[config.mk]
export PLATFORM = sky130hd
export DESIGN_NAME = vrptw_route_evaluator_core_flat
export DESIGN_NICKNAME = d
export VERILOG_FILES = /design/src/rtl/vre_pkg.sv /design/src/rtl/vre_visit_if.sv /design/src/rtl/vre_result_if.sv /design/src/rtl/vrptw_route_evaluator_core.sv /design/src/rtl/vre_route_acc.sv /design/src/rtl/vre_score.sv /design/src/flat_wrapper.sv
export SDC_FILE = /design/constraint.sdc
export NUM_CORES = 2
export LEC_CHECK = 0
export BUFFER_PORTS_ARGS = -buffer_cell sky130_fd_sc_hd__buf_2
export CORE_UTILIZATION = 46
export DETAILED_ROUTE_END_ITERATION = 6
export GPL_ROUTABILITY_DRIVEN = 0
export HOLD_SLACK_MARGIN = 0.15
export PLACE_DENSITY_LB_ADDON = 0.15
export SETUP_SLACK_MARGIN = 0.15
export SLEW_MARGIN = 15
export SYNTH_ARGS = -nofsm -noshare
export SYNTH_HDL_FRONTEND = slang
export SYNTH_SLANG_ARGS = --single-unit
export TNS_END_PERCENT = 50
[constraint.sdc]
create_clock -name clk -period 12.66 [get_ports clk]
set_input_delay 2.532 -clock clk [delete_from_list [all_inputs] [get_ports clk]]
set_output_delay 2.532 -clock clk [all_outputs]
set_load 0.05 [all_outputs]
[src/rtl/vre_pkg.sv]
// ----------------------------------------------------------------------------
// vre_pkg
// Shared widths, register codes and structs of the route evaluator.
// ----------------------------------------------------------------------------
package vre_pkg;

	localparam int TIME_W   = 24;
	localparam int DEMAND_W = 16;
	localparam int LOAD_W   = 24;
	localparam int ACC_W    = 32;
	localparam int CFG_W    = 16;
	localparam int OBJ_W    = 48;
	localparam int APB_AW   = 4;
	localparam int APB_DW   = 32;

	localparam logic [CFG_W-1:0] CAPACITY_RESET = CFG_W'(200);
	localparam logic [CFG_W-1:0] WEIGHT_RESET   = CFG_W'(256);

	typedef enum logic [1:0] {
		REG_VEHICLE_CAPACITY = 2'd0,
		REG_CAPACITY_WEIGHT  = 2'd1,
		REG_DURATION_WEIGHT  = 2'd2,
		REG_WINDOW_WEIGHT    = 2'd3
	} reg_idx_t;

	typedef struct packed {
		logic [CFG_W-1:0] vehicle_capacity;
		logic [CFG_W-1:0] capacity_weight;
		logic [CFG_W-1:0] duration_weight;
		logic [CFG_W-1:0] window_weight;
	} cfg_t;

	typedef struct packed {
		logic [ACC_W-1:0]  distance;
		logic [LOAD_W-1:0] load;
		logic [ACC_W-1:0]  completion;
		logic [ACC_W-1:0]  lateness;
	} totals_t;

	typedef struct packed {
		totals_t           tot;
		logic [TIME_W-1:0] due;
	} route_snap_t;

endpackage

[src/rtl/vre_visit_if.sv]
// ----------------------------------------------------------------------------
// vre_visit_if
// Visit channel: one route stop per transfer.
// ----------------------------------------------------------------------------
interface vre_visit_if import vre_pkg::*; ();
	logic                valid;
	logic                ready;
	logic                first_in_route;
	logic                last_in_route;
	logic [TIME_W-1:0]   travel_time;
	logic [DEMAND_W-1:0] demand;
	logic [TIME_W-1:0]   ready_time;
	logic [TIME_W-1:0]   due_time;
	logic [TIME_W-1:0]   service_time;

	modport source (
		output valid, first_in_route, last_in_route, travel_time, demand,
		output ready_time, due_time, service_time,
		input  ready
	);
	modport sink (
		input  valid, first_in_route, last_in_route, travel_time, demand,
		input  ready_time, due_time, service_time,
		output ready
	);
endinterface

[src/rtl/vre_result_if.sv]
// ----------------------------------------------------------------------------
// vre_result_if
// Result channel: one route score per transfer.
// ----------------------------------------------------------------------------
interface vre_result_if import vre_pkg::*; ();
	logic              valid;
	logic              ready;
	logic [ACC_W-1:0]  drive_distance;
	logic [LOAD_W-1:0] total_load;
	logic [LOAD_W-1:0] capacity_excess;
	logic [ACC_W-1:0]  time_used;
	logic [ACC_W-1:0]  duration_excess;
	logic [ACC_W-1:0]  window_excess;
	logic [OBJ_W-1:0]  objective;

	modport source (
		output valid, drive_distance, total_load, capacity_excess, time_used,
		output duration_excess, window_excess, objective,
		input  ready
	);
	modport sink (
		input  valid, drive_distance, total_load, capacity_excess, time_used,
		input  duration_excess, window_excess, objective,
		output ready
	);
endinterface

[src/rtl/vrptw_route_evaluator_core.sv]
// ----------------------------------------------------------------------------
// vrptw_route_evaluator_core
// Scores a time-windowed vehicle route streamed one visit per transfer.
// ----------------------------------------------------------------------------
// Visits are taken at one per clock unless the full scoring pipeline stalls
// them: the load, distance, completion-time and lateness sums are updated on
// each accepted visit, and that loop (arrival, max with ready time, plus
// service) sets the rate. A visit marked last also enters a four-register
// scoring pipeline (snapshot, excess, weighted products, objective) that
// holds up to four pending results, so visits keep flowing while the result
// channel stalls, until all four are full. Registers sit on APB byte addresses
// 0x0 (vehicle capacity), 0x4, 0x8, 0xC (capacity, duration, window weights).
// ----------------------------------------------------------------------------
module vrptw_route_evaluator_core import vre_pkg::*; (
	input  logic              clk,
	input  logic              arst_n,
	input  logic              psel,
	input  logic              penable,
	input  logic              pwrite,
	input  logic [APB_AW-1:0] paddr,
	input  logic [APB_DW-1:0] pwdata,
	output logic [APB_DW-1:0] prdata,
	output logic              pready,
	vre_visit_if.sink         visit,
	vre_result_if.source      result
);

	cfg_t        cfg_q;
	reg_idx_t    reg_idx;
	logic        cfg_wr;
	logic        accept;
	logic        score_ready;
	totals_t     tot_next;
	route_snap_t snap;

	assign pready  = 1'b1;
	assign reg_idx = reg_idx_t'(paddr[3:2]);
	assign cfg_wr  = psel && penable && pwrite && pready;

	always_ff @(posedge clk or negedge arst_n) begin
		if (!arst_n) begin
			cfg_q.vehicle_capacity <= CAPACITY_RESET;
			cfg_q.capacity_weight  <= WEIGHT_RESET;
			cfg_q.duration_weight  <= WEIGHT_RESET;
			cfg_q.window_weight    <= WEIGHT_RESET;
		end else if (cfg_wr) begin
			case (reg_idx)
				REG_VEHICLE_CAPACITY: cfg_q.vehicle_capacity <= pwdata[CFG_W-1:0];
				REG_CAPACITY_WEIGHT:  cfg_q.capacity_weight  <= pwdata[CFG_W-1:0];
				REG_DURATION_WEIGHT:  cfg_q.duration_weight  <= pwdata[CFG_W-1:0];
				REG_WINDOW_WEIGHT:    cfg_q.window_weight    <= pwdata[CFG_W-1:0];
				default: ;
			endcase
		end
	end

	always_comb begin
		case (reg_idx)
			REG_VEHICLE_CAPACITY: prdata = APB_DW'(cfg_q.vehicle_capacity);
			REG_CAPACITY_WEIGHT:  prdata = APB_DW'(cfg_q.capacity_weight);
			REG_DURATION_WEIGHT:  prdata = APB_DW'(cfg_q.duration_weight);
			REG_WINDOW_WEIGHT:    prdata = APB_DW'(cfg_q.window_weight);
			default:              prdata = '0;
		endcase
	end

	assign visit.ready = score_ready;
	assign accept      = visit.valid && visit.ready;

	vre_route_acc u_acc (
		.clk            (clk),
		.arst_n         (arst_n),
		.accept         (accept),
		.first_in_route (visit.first_in_route),
		.travel_time    (visit.travel_time),
		.demand         (visit.demand),
		.ready_time     (visit.ready_time),
		.due_time       (visit.due_time),
		.service_time   (visit.service_time),
		.tot_next       (tot_next)
	);

	assign snap.tot = tot_next;
	assign snap.due = visit.due_time;

	vre_score u_score (
		.clk    (clk),
		.arst_n (arst_n),
		.cfg    (cfg_q),
		.take   (accept && visit.last_in_route),
		.snap   (snap),
		.ready  (score_ready),
		.result (result)
	);

endmodule

[src/rtl/vre_route_acc.sv]
// ----------------------------------------------------------------------------
// vre_route_acc
// Per-visit accumulators: load, distance, completion time and lateness.
// ----------------------------------------------------------------------------
module vre_route_acc import vre_pkg::*; (
	input  logic                clk,
	input  logic                arst_n,
	input  logic                accept,
	input  logic                first_in_route,
	input  logic [TIME_W-1:0]   travel_time,
	input  logic [DEMAND_W-1:0] demand,
	input  logic [TIME_W-1:0]   ready_time,
	input  logic [TIME_W-1:0]   due_time,
	input  logic [TIME_W-1:0]   service_time,
	output totals_t             tot_next
);

	totals_t          tot_q;
	logic [ACC_W:0]   dist_sum;
	logic [LOAD_W:0]  load_sum;
	logic [ACC_W:0]   arr_sum;
	logic [ACC_W-1:0] arrival;
	logic [ACC_W-1:0] start_t;
	logic [ACC_W-1:0] late_diff;
	logic [ACC_W:0]   late_sum;
	logic [ACC_W:0]   comp_sum;
	logic             is_late;

	always_comb begin
		dist_sum  = {1'b0, tot_q.distance} + (ACC_W+1)'(travel_time);
		load_sum  = {1'b0, tot_q.load} + (LOAD_W+1)'(demand);
		arr_sum   = {1'b0, tot_q.completion} + (ACC_W+1)'(travel_time);
		arrival   = arr_sum[ACC_W] ? '1 : arr_sum[ACC_W-1:0];
		start_t   = (arrival < ACC_W'(ready_time)) ? ACC_W'(ready_time) : arrival;
		is_late   = arrival > ACC_W'(due_time);
		late_diff = arrival - ACC_W'(due_time);
		late_sum  = {1'b0, tot_q.lateness} + {1'b0, late_diff};
		comp_sum  = {1'b0, start_t} + (ACC_W+1)'(service_time);

		if (first_in_route) begin
			tot_next.distance   = '0;
			tot_next.load       = LOAD_W'(demand);
			tot_next.completion = '0;
			tot_next.lateness   = '0;
		end else begin
			tot_next.distance   = dist_sum[ACC_W] ? '1 : dist_sum[ACC_W-1:0];
			tot_next.load       = load_sum[LOAD_W] ? '1 : load_sum[LOAD_W-1:0];
			tot_next.completion = comp_sum[ACC_W] ? '1 : comp_sum[ACC_W-1:0];
			if (is_late) begin
				tot_next.lateness = late_sum[ACC_W] ? '1 : late_sum[ACC_W-1:0];
			end else begin
				tot_next.lateness = tot_q.lateness;
			end
		end
	end

	always_ff @(posedge clk or negedge arst_n) begin
		if (!arst_n) begin
			tot_q <= '0;
		end else if (accept) begin
			tot_q <= tot_next;
		end
	end

	// start depot clears the time and distance sums
	a_first_clears: assert property (@(posedge clk) disable iff (!arst_n)
		accept && first_in_route |=>
			tot_q.distance == '0 && tot_q.completion == '0 && tot_q.lateness == '0)
		else $error("start depot did not clear accumulators");

	// service never starts before the ready time
	a_after_ready: assert property (@(posedge clk) disable iff (!arst_n)
		accept && !first_in_route |=> tot_q.completion >= ACC_W'($past(ready_time)))
		else $error("completion earlier than ready time");

	// load only grows within a route
	a_load_grows: assert property (@(posedge clk) disable iff (!arst_n)
		accept && !first_in_route |=> tot_q.load >= $past(tot_q.load))
		else $error("load decreased within route");

endmodule

[src/rtl/vre_score.sv]
// ----------------------------------------------------------------------------
// vre_score
// Route scoring pipeline: excesses, weighted penalties and objective.
// ----------------------------------------------------------------------------
module vre_score import vre_pkg::*; (
	input  logic         clk,
	input  logic         arst_n,
	input  cfg_t         cfg,
	input  logic         take,
	input  route_snap_t  snap,
	output logic         ready,
	vre_result_if.source result
);

	localparam int CAP_P_W = CFG_W + LOAD_W;
	localparam int ACC_P_W = CFG_W + ACC_W;

	logic              v_s1, v_s2, v_s3, out_v_q;
	logic              adv1, adv2, adv3, adv_out;
	route_snap_t       snap_s1;
	totals_t           tot_s2, tot_s3;
	logic [LOAD_W-1:0] cap_ex_s2, cap_ex_s3;
	logic [ACC_W-1:0]  dur_ex_s2, dur_ex_s3;
	logic [CAP_P_W-1:0] cap_p_s3;
	logic [ACC_P_W-1:0] dur_p_s3;
	logic [ACC_P_W-1:0] win_p_s3;
	logic [LOAD_W-1:0] cap_ex;
	logic [ACC_W-1:0]  dur_ex;
	logic [OBJ_W-1:0]  obj;

	assign adv_out = !out_v_q || result.ready;
	assign adv3    = !v_s3 || adv_out;
	assign adv2    = !v_s2 || adv3;
	assign adv1    = !v_s1 || adv2;
	assign ready   = adv1;

	always_comb begin
		cap_ex = (snap_s1.tot.load > LOAD_W'(cfg.vehicle_capacity))
			? snap_s1.tot.load - LOAD_W'(cfg.vehicle_capacity) : '0;
		dur_ex = (snap_s1.tot.completion > ACC_W'(snap_s1.due))
			? snap_s1.tot.completion - ACC_W'(snap_s1.due) : '0;
		// terms stay below 2^42, so the 48-bit sum cannot overflow
		obj = OBJ_W'(tot_s3.distance) + OBJ_W'(cap_p_s3)
			+ OBJ_W'(dur_p_s3[ACC_P_W-1:8]) + OBJ_W'(win_p_s3[ACC_P_W-1:8]);
	end

	always_ff @(posedge clk or negedge arst_n) begin
		if (!arst_n) begin
			v_s1    <= 1'b0;
			v_s2    <= 1'b0;
			v_s3    <= 1'b0;
			out_v_q <= 1'b0;
		end else begin
			if (adv1) begin
				v_s1 <= take;
			end
			if (adv2) begin
				v_s2 <= v_s1;
			end
			if (adv3) begin
				v_s3 <= v_s2;
			end
			if (adv_out) begin
				out_v_q <= v_s3;
			end
		end
	end

	always_ff @(posedge clk) begin
		if (adv1 && take) begin
			snap_s1 <= snap;
		end
		if (adv2 && v_s1) begin
			tot_s2    <= snap_s1.tot;
			cap_ex_s2 <= cap_ex;
			dur_ex_s2 <= dur_ex;
		end
		if (adv3 && v_s2) begin
			tot_s3    <= tot_s2;
			cap_ex_s3 <= cap_ex_s2;
			dur_ex_s3 <= dur_ex_s2;
			cap_p_s3  <= CAP_P_W'(cfg.capacity_weight) * CAP_P_W'(cap_ex_s2);
			dur_p_s3  <= ACC_P_W'(cfg.duration_weight) * ACC_P_W'(dur_ex_s2);
			win_p_s3  <= ACC_P_W'(cfg.window_weight) * ACC_P_W'(tot_s2.lateness);
		end
		if (adv_out && v_s3) begin
			result.drive_distance  <= tot_s3.distance;
			result.total_load      <= tot_s3.load;
			result.capacity_excess <= cap_ex_s3;
			result.time_used       <= tot_s3.completion;
			result.duration_excess <= dur_ex_s3;
			result.window_excess   <= tot_s3.lateness;
			result.objective       <= obj;
		end
	end

	assign result.valid = out_v_q;

	// objective always includes the full distance
	a_obj_covers_dist: assert property (@(posedge clk) disable iff (!arst_n)
		result.valid |-> result.objective >= OBJ_W'(result.drive_distance))
		else $error("objective below drive distance");

	// capacity excess is exactly the load over the limit
	a_cap_excess: assert property (@(posedge clk) disable iff (!arst_n)
		result.valid && result.capacity_excess != '0 |->
			result.total_load == result.capacity_excess + LOAD_W'(cfg.vehicle_capacity))
		else $error("capacity excess inconsistent with load");

	// input side stalls only when every stage is occupied
	a_stall_full: assert property (@(posedge clk) disable iff (!arst_n)
		!ready |-> v_s1 && v_s2 && v_s3 && out_v_q)
		else $error("stall with a free stage");

endmodule
[src/flat_wrapper.sv]
// flat-port wrapper written by rule: the top's interface ports become plain ports
module vrptw_route_evaluator_core_flat import vre_pkg::*;
  (clk, arst_n, psel, penable, pwrite, paddr, pwdata, prdata, pready, visit_valid, visit_first_in_route, visit_last_in_route, visit_travel_time, visit_demand, visit_ready_time, visit_due_time, visit_service_time, visit_ready, result_valid, result_drive_distance, result_total_load, result_capacity_excess, result_time_used, result_duration_excess, result_window_excess, result_objective, result_ready);
  vre_visit_if visit_i ();
  vre_result_if result_i ();
  input  logic clk;
  input  logic arst_n;
  input  logic psel;
  input  logic penable;
  input  logic pwrite;
  input  logic [APB_AW-1:0] paddr;
  input  logic [APB_DW-1:0] pwdata;
  output logic [APB_DW-1:0] prdata;
  output logic pready;
  input wire logic [$bits(visit_i.valid)-1:0] visit_valid;
  input wire logic [$bits(visit_i.first_in_route)-1:0] visit_first_in_route;
  input wire logic [$bits(visit_i.last_in_route)-1:0] visit_last_in_route;
  input wire logic [$bits(visit_i.travel_time)-1:0] visit_travel_time;
  input wire logic [$bits(visit_i.demand)-1:0] visit_demand;
  input wire logic [$bits(visit_i.ready_time)-1:0] visit_ready_time;
  input wire logic [$bits(visit_i.due_time)-1:0] visit_due_time;
  input wire logic [$bits(visit_i.service_time)-1:0] visit_service_time;
  output wire logic [$bits(visit_i.ready)-1:0] visit_ready;
  output wire logic [$bits(result_i.valid)-1:0] result_valid;
  output wire logic [$bits(result_i.drive_distance)-1:0] result_drive_distance;
  output wire logic [$bits(result_i.total_load)-1:0] result_total_load;
  output wire logic [$bits(result_i.capacity_excess)-1:0] result_capacity_excess;
  output wire logic [$bits(result_i.time_used)-1:0] result_time_used;
  output wire logic [$bits(result_i.duration_excess)-1:0] result_duration_excess;
  output wire logic [$bits(result_i.window_excess)-1:0] result_window_excess;
  output wire logic [$bits(result_i.objective)-1:0] result_objective;
  input wire logic [$bits(result_i.ready)-1:0] result_ready;
  assign visit_i.valid = visit_valid;
  assign visit_i.first_in_route = visit_first_in_route;
  assign visit_i.last_in_route = visit_last_in_route;
  assign visit_i.travel_time = visit_travel_time;
  assign visit_i.demand = visit_demand;
  assign visit_i.ready_time = visit_ready_time;
  assign visit_i.due_time = visit_due_time;
  assign visit_i.service_time = visit_service_time;
  assign visit_ready = visit_i.ready;
  assign result_valid = result_i.valid;
  assign result_drive_distance = result_i.drive_distance;
  assign result_total_load = result_i.total_load;
  assign result_capacity_excess = result_i.capacity_excess;
  assign result_time_used = result_i.time_used;
  assign result_duration_excess = result_i.duration_excess;
  assign result_window_excess = result_i.window_excess;
  assign result_objective = result_i.objective;
  assign result_i.ready = result_ready;
  vrptw_route_evaluator_core u_core (.clk(clk), .arst_n(arst_n), .psel(psel), .penable(penable), .pwrite(pwrite), .paddr(paddr), .pwdata(pwdata), .prdata(prdata), .pready(pready), .visit(visit_i), .result(result_i));
endmodule
==> results.yml <==
grt:
  overflow: 0
  grt_max_degree: 151
  antenna_found_initial: 22
  track_usage_pct: 27.2
  grt_pass1_vias: 65400
  grt_pass1_wl_mm: 404
timing:
  hold_viol: 0
  tightest_slew_ns: 1.18
  setup_tns_ns: 0
  fin_crit_sh_pct: 87.9
  period_needed_ns: 11.13
  hold_ws_ns: 0.396
  maxSlewViolCount: 0
  skew_ns: 0.0397
  slew_headroom_pct: 20.6
  rsz0062_at_grt: "no"
  setup_viol: 0
  fmax_mhz: 89.9
floorplan:
  start_util_pct: 46.4
  core_area_um2: 195000
  die_y_um: 445
  die_area_um2: 198000
  dieWidth_um: 445
  ios: 416
  rows: 162
worst_setup_path:
  reg2reg_slack_ns: 3.02
  rr_worst_depth: 29
  start_kind: "primary input"
  slowest_delay_ns: 0.97
  startpoint: "visit_travel_time[0]"
  slowest_stage: "o211ai_4"
  crit_path_max_fanout: 25
  crit_path_frequent_cell: "ha_1"
  path_class: "primary input to flip-flop"
  cp.required_ns: 13.32
  end_kind: "flip-flop"
  timing.rr.end: "u_core.u_acc.tot_q[61]$_DFFE_PN0P_"
  reg2reg_from: "u_core.u_acc.tot_q[32]$_DFFE_PN0P_"
  crit_arrival_ns: 11.78
cts:
  holdBufCountCts: 0
  ctsRootBufferMaster: "clkbuf_16"
  path_clk_slew_ns: 0.06
  clk_path_buf_depth: 3
  clkSinkCount: 1022
  cts_buffers: 113
  cts_tree: "done"
  clk_latency_ns: 0.79
  cts_resized: 0
  htreeDepth: 3
  cts_setup_buffers: 0
yosys:
  synth_xor_area_share_pct: 3.01
  syn_area_um2: 90400
  synthMuxAreaShare_pct: 2.11
  synth_cells: 8361
  synth-adder-area-share_pct: 35.4
  synth_simple_gate_area_share_pct: 12.3
  yosys_register_bits: 1022
  synthArstFlopShare_pct: 18.4
  synth_seq_area_share_pct: 32.9
  synth-edff-count: 834
  synth_top_family_by_area: "adder cells"
  synth_compound_area_share_pct: 7.43
  synth.avg_cell_area_um2: 10.8
  yosysWarnings: 0
  synth_flop_cell: "edfxtp_1"
  synth_cell_types: 102
place:
  dp_hpwl_mm: 201
  port_buffers: 374
worst_hold_path:
  min_to: "u_core.u_score.result.total_load[12]$_DFFE_PP_"
  hold_depth: 0
  min_path_type: "flip-flop to flip-flop"
  hp-start: "u_core.u_score.tot_s3[76]$_DFFE_PP_"
route:
  dr.pass1.iters: 7
  drtIter0Drc: 4653
  wirelength_mm: 267
  vias: 62600
  drtAntennaViolNets: 0
  wl_per_cell_um: 23.5
  drc: 0
  detail_route.vias_per_cell: 5.51
layout:
  drive_above_1_share_pct: 10.3
  utilization_pct: 50.8
  fillers: 17400
  multi_input_area_um2: 54600
  nets: 10600
  ff_latch_area_um2: 29800
  syn2layout_area_growth_pct: 9.65
run:
  drv_cap: 0
status:
  status: "complete, no violations"
[layer usage]
metal | vias to the layer above | track usage (%) | routed length, um
met1 | 32300 | 36.5 | 112000
met3 | 497 | 3.39 | 15600
met2 | 2115 | 44.3 | 125000
li1 | 27600 | - | -
met5 | - | 0 | 75
met4 | 10 | 12.6 | 14000
[layout make-up]
class / instances / share of cell area [%]
Clock inverter: 74 / 0.943
Antenna cell: 9 / 0.0227
Multi-Input combinational cell: 5755 / 55.1
Sequential cell: 1022 / 30.1
Timing Repair Buffer: 486 / 2.78
Inverter: 1246 / 4.72
Clock buffer: 141 / 3.07
Tap cell: 2624 / 3.31
[worst max-delay path, delay by kind of cell]
family | cells | cell delay [ns]
compound gates | 12 | 4.25
fa+ha+maj | 4 | 1.35
buf+inv | 3 | 0.64
mux | 2 | 0.72
simple gates | 9 | 2.28
[cells by family after synthesis]
kind of cell / count (synthesis)
other: 2
and+or+nand+nor: 2403
AOI/OAI and AO/OA: 1045
muxes: 147
buffers and inverters: 1605
xor gates and xnor gates: 311
adders and majority gates: 1826
DFF: 1022
[synthesized netlist by cell type, types with 23 or more instances]
cell type,n,area [um2]
inv_1,1246,4680
fa_1,1220,24400
nand2_1,1210,4540
edfxtp_1,834,25000
ha_1,606,7580
and2_1,428,2680
nor2_1,334,1250
a21oi_1,320,1600
clkbuf_1,309,1160
o21ai_0,208,1040
xnor2_1,199,1740
dfrtp_1,182,4550
a21o_1,150,1130
xor2_1,112,981
mux2_2,101,1140
nor3_1,85,425
a211oi_1,65,488
nand2b_1,64,400
nand3_1,60,300
o21a_1,59,443
nor2b_1,52,325
nand4_1,42,263
a31oi_1,41,257
o21bai_1,36,270
and3_1,35,219
buf_4,23,173
[per-stage QoR]
step,worst slack (ns),area (um2),instances
2_1_floorplan,2.60,90500,8382
3_3_place_gp,0.944,95100,11100
3_5_place_dp,0.862,95100,11100
4_1_cts,1.70,99100,11300
5_1_grt,1.20,99100,11400
6_report,1.53,99100,11400
[state kept, by name (all words and copies together) (netlist names), 40 cells and up]
signal	cells
u_core.u_score.win_p_s3	40
u_core.u_acc.tot_q	120
u_core.u_score.snap_s1	144
u_core.u_score.tot_s2	120
u_core.u_score.result.objective	42
u_core.u_score.tot_s3	120
u_core.cfg_q	64
u_core.u_score.dur_p_s3	40
u_core.u_score.cap_p_s3	40
[cell usage in the layout, fill, tap and decap left out, drive strengths merged, types with 16 or more instances in the layout]
cell type,count
a21o,150
fa,1220
a211oi,65
o31ai,22
nand2,1211
edfxtp,834
buf,485
a31oi,42
nand4,42
clkbuf,142
nand3,62
or3,18
mux4,16
and3,35
o21ai,215
mux2,118
nor2,335
bufinv,17
or2,17
clkinv,35
nand2b,64
ha,606
xor2,112
a21oi,321
dfrtp,182
xnor2,199
nor3,85
nor2b,52
and2,429
inv,1258
conb,23
o21a,59
o21bai,36
[worst max path at each step]
stage | to | slack (ns) | cells past startpoint
global route | u_core.u_acc.tot_q[61]$_DFFE_PN0P_ | 1.20 | 36
CTS | u_core.u_acc.tot_q[61]$_DFFE_PN0P_ | 1.70 | 32
global placement | u_core.u_acc.tot_q[61]$_DFFE_PN0P_ | 0.94 | 30
detailed placement | u_core.u_acc.tot_q[61]$_DFFE_PN0P_ | 0.86 | 30
floorplan | u_core.u_score.cap_ex_s3[0]$_DFFE_PP_ | 2.60 | 3
finish | u_core.u_acc.tot_q[61]$_DFFE_PN0P_ | 1.53 | 30
Power is not shown: default switching activity piles up to over one toggle a cycle in this logic, so the estimate is an artifact.
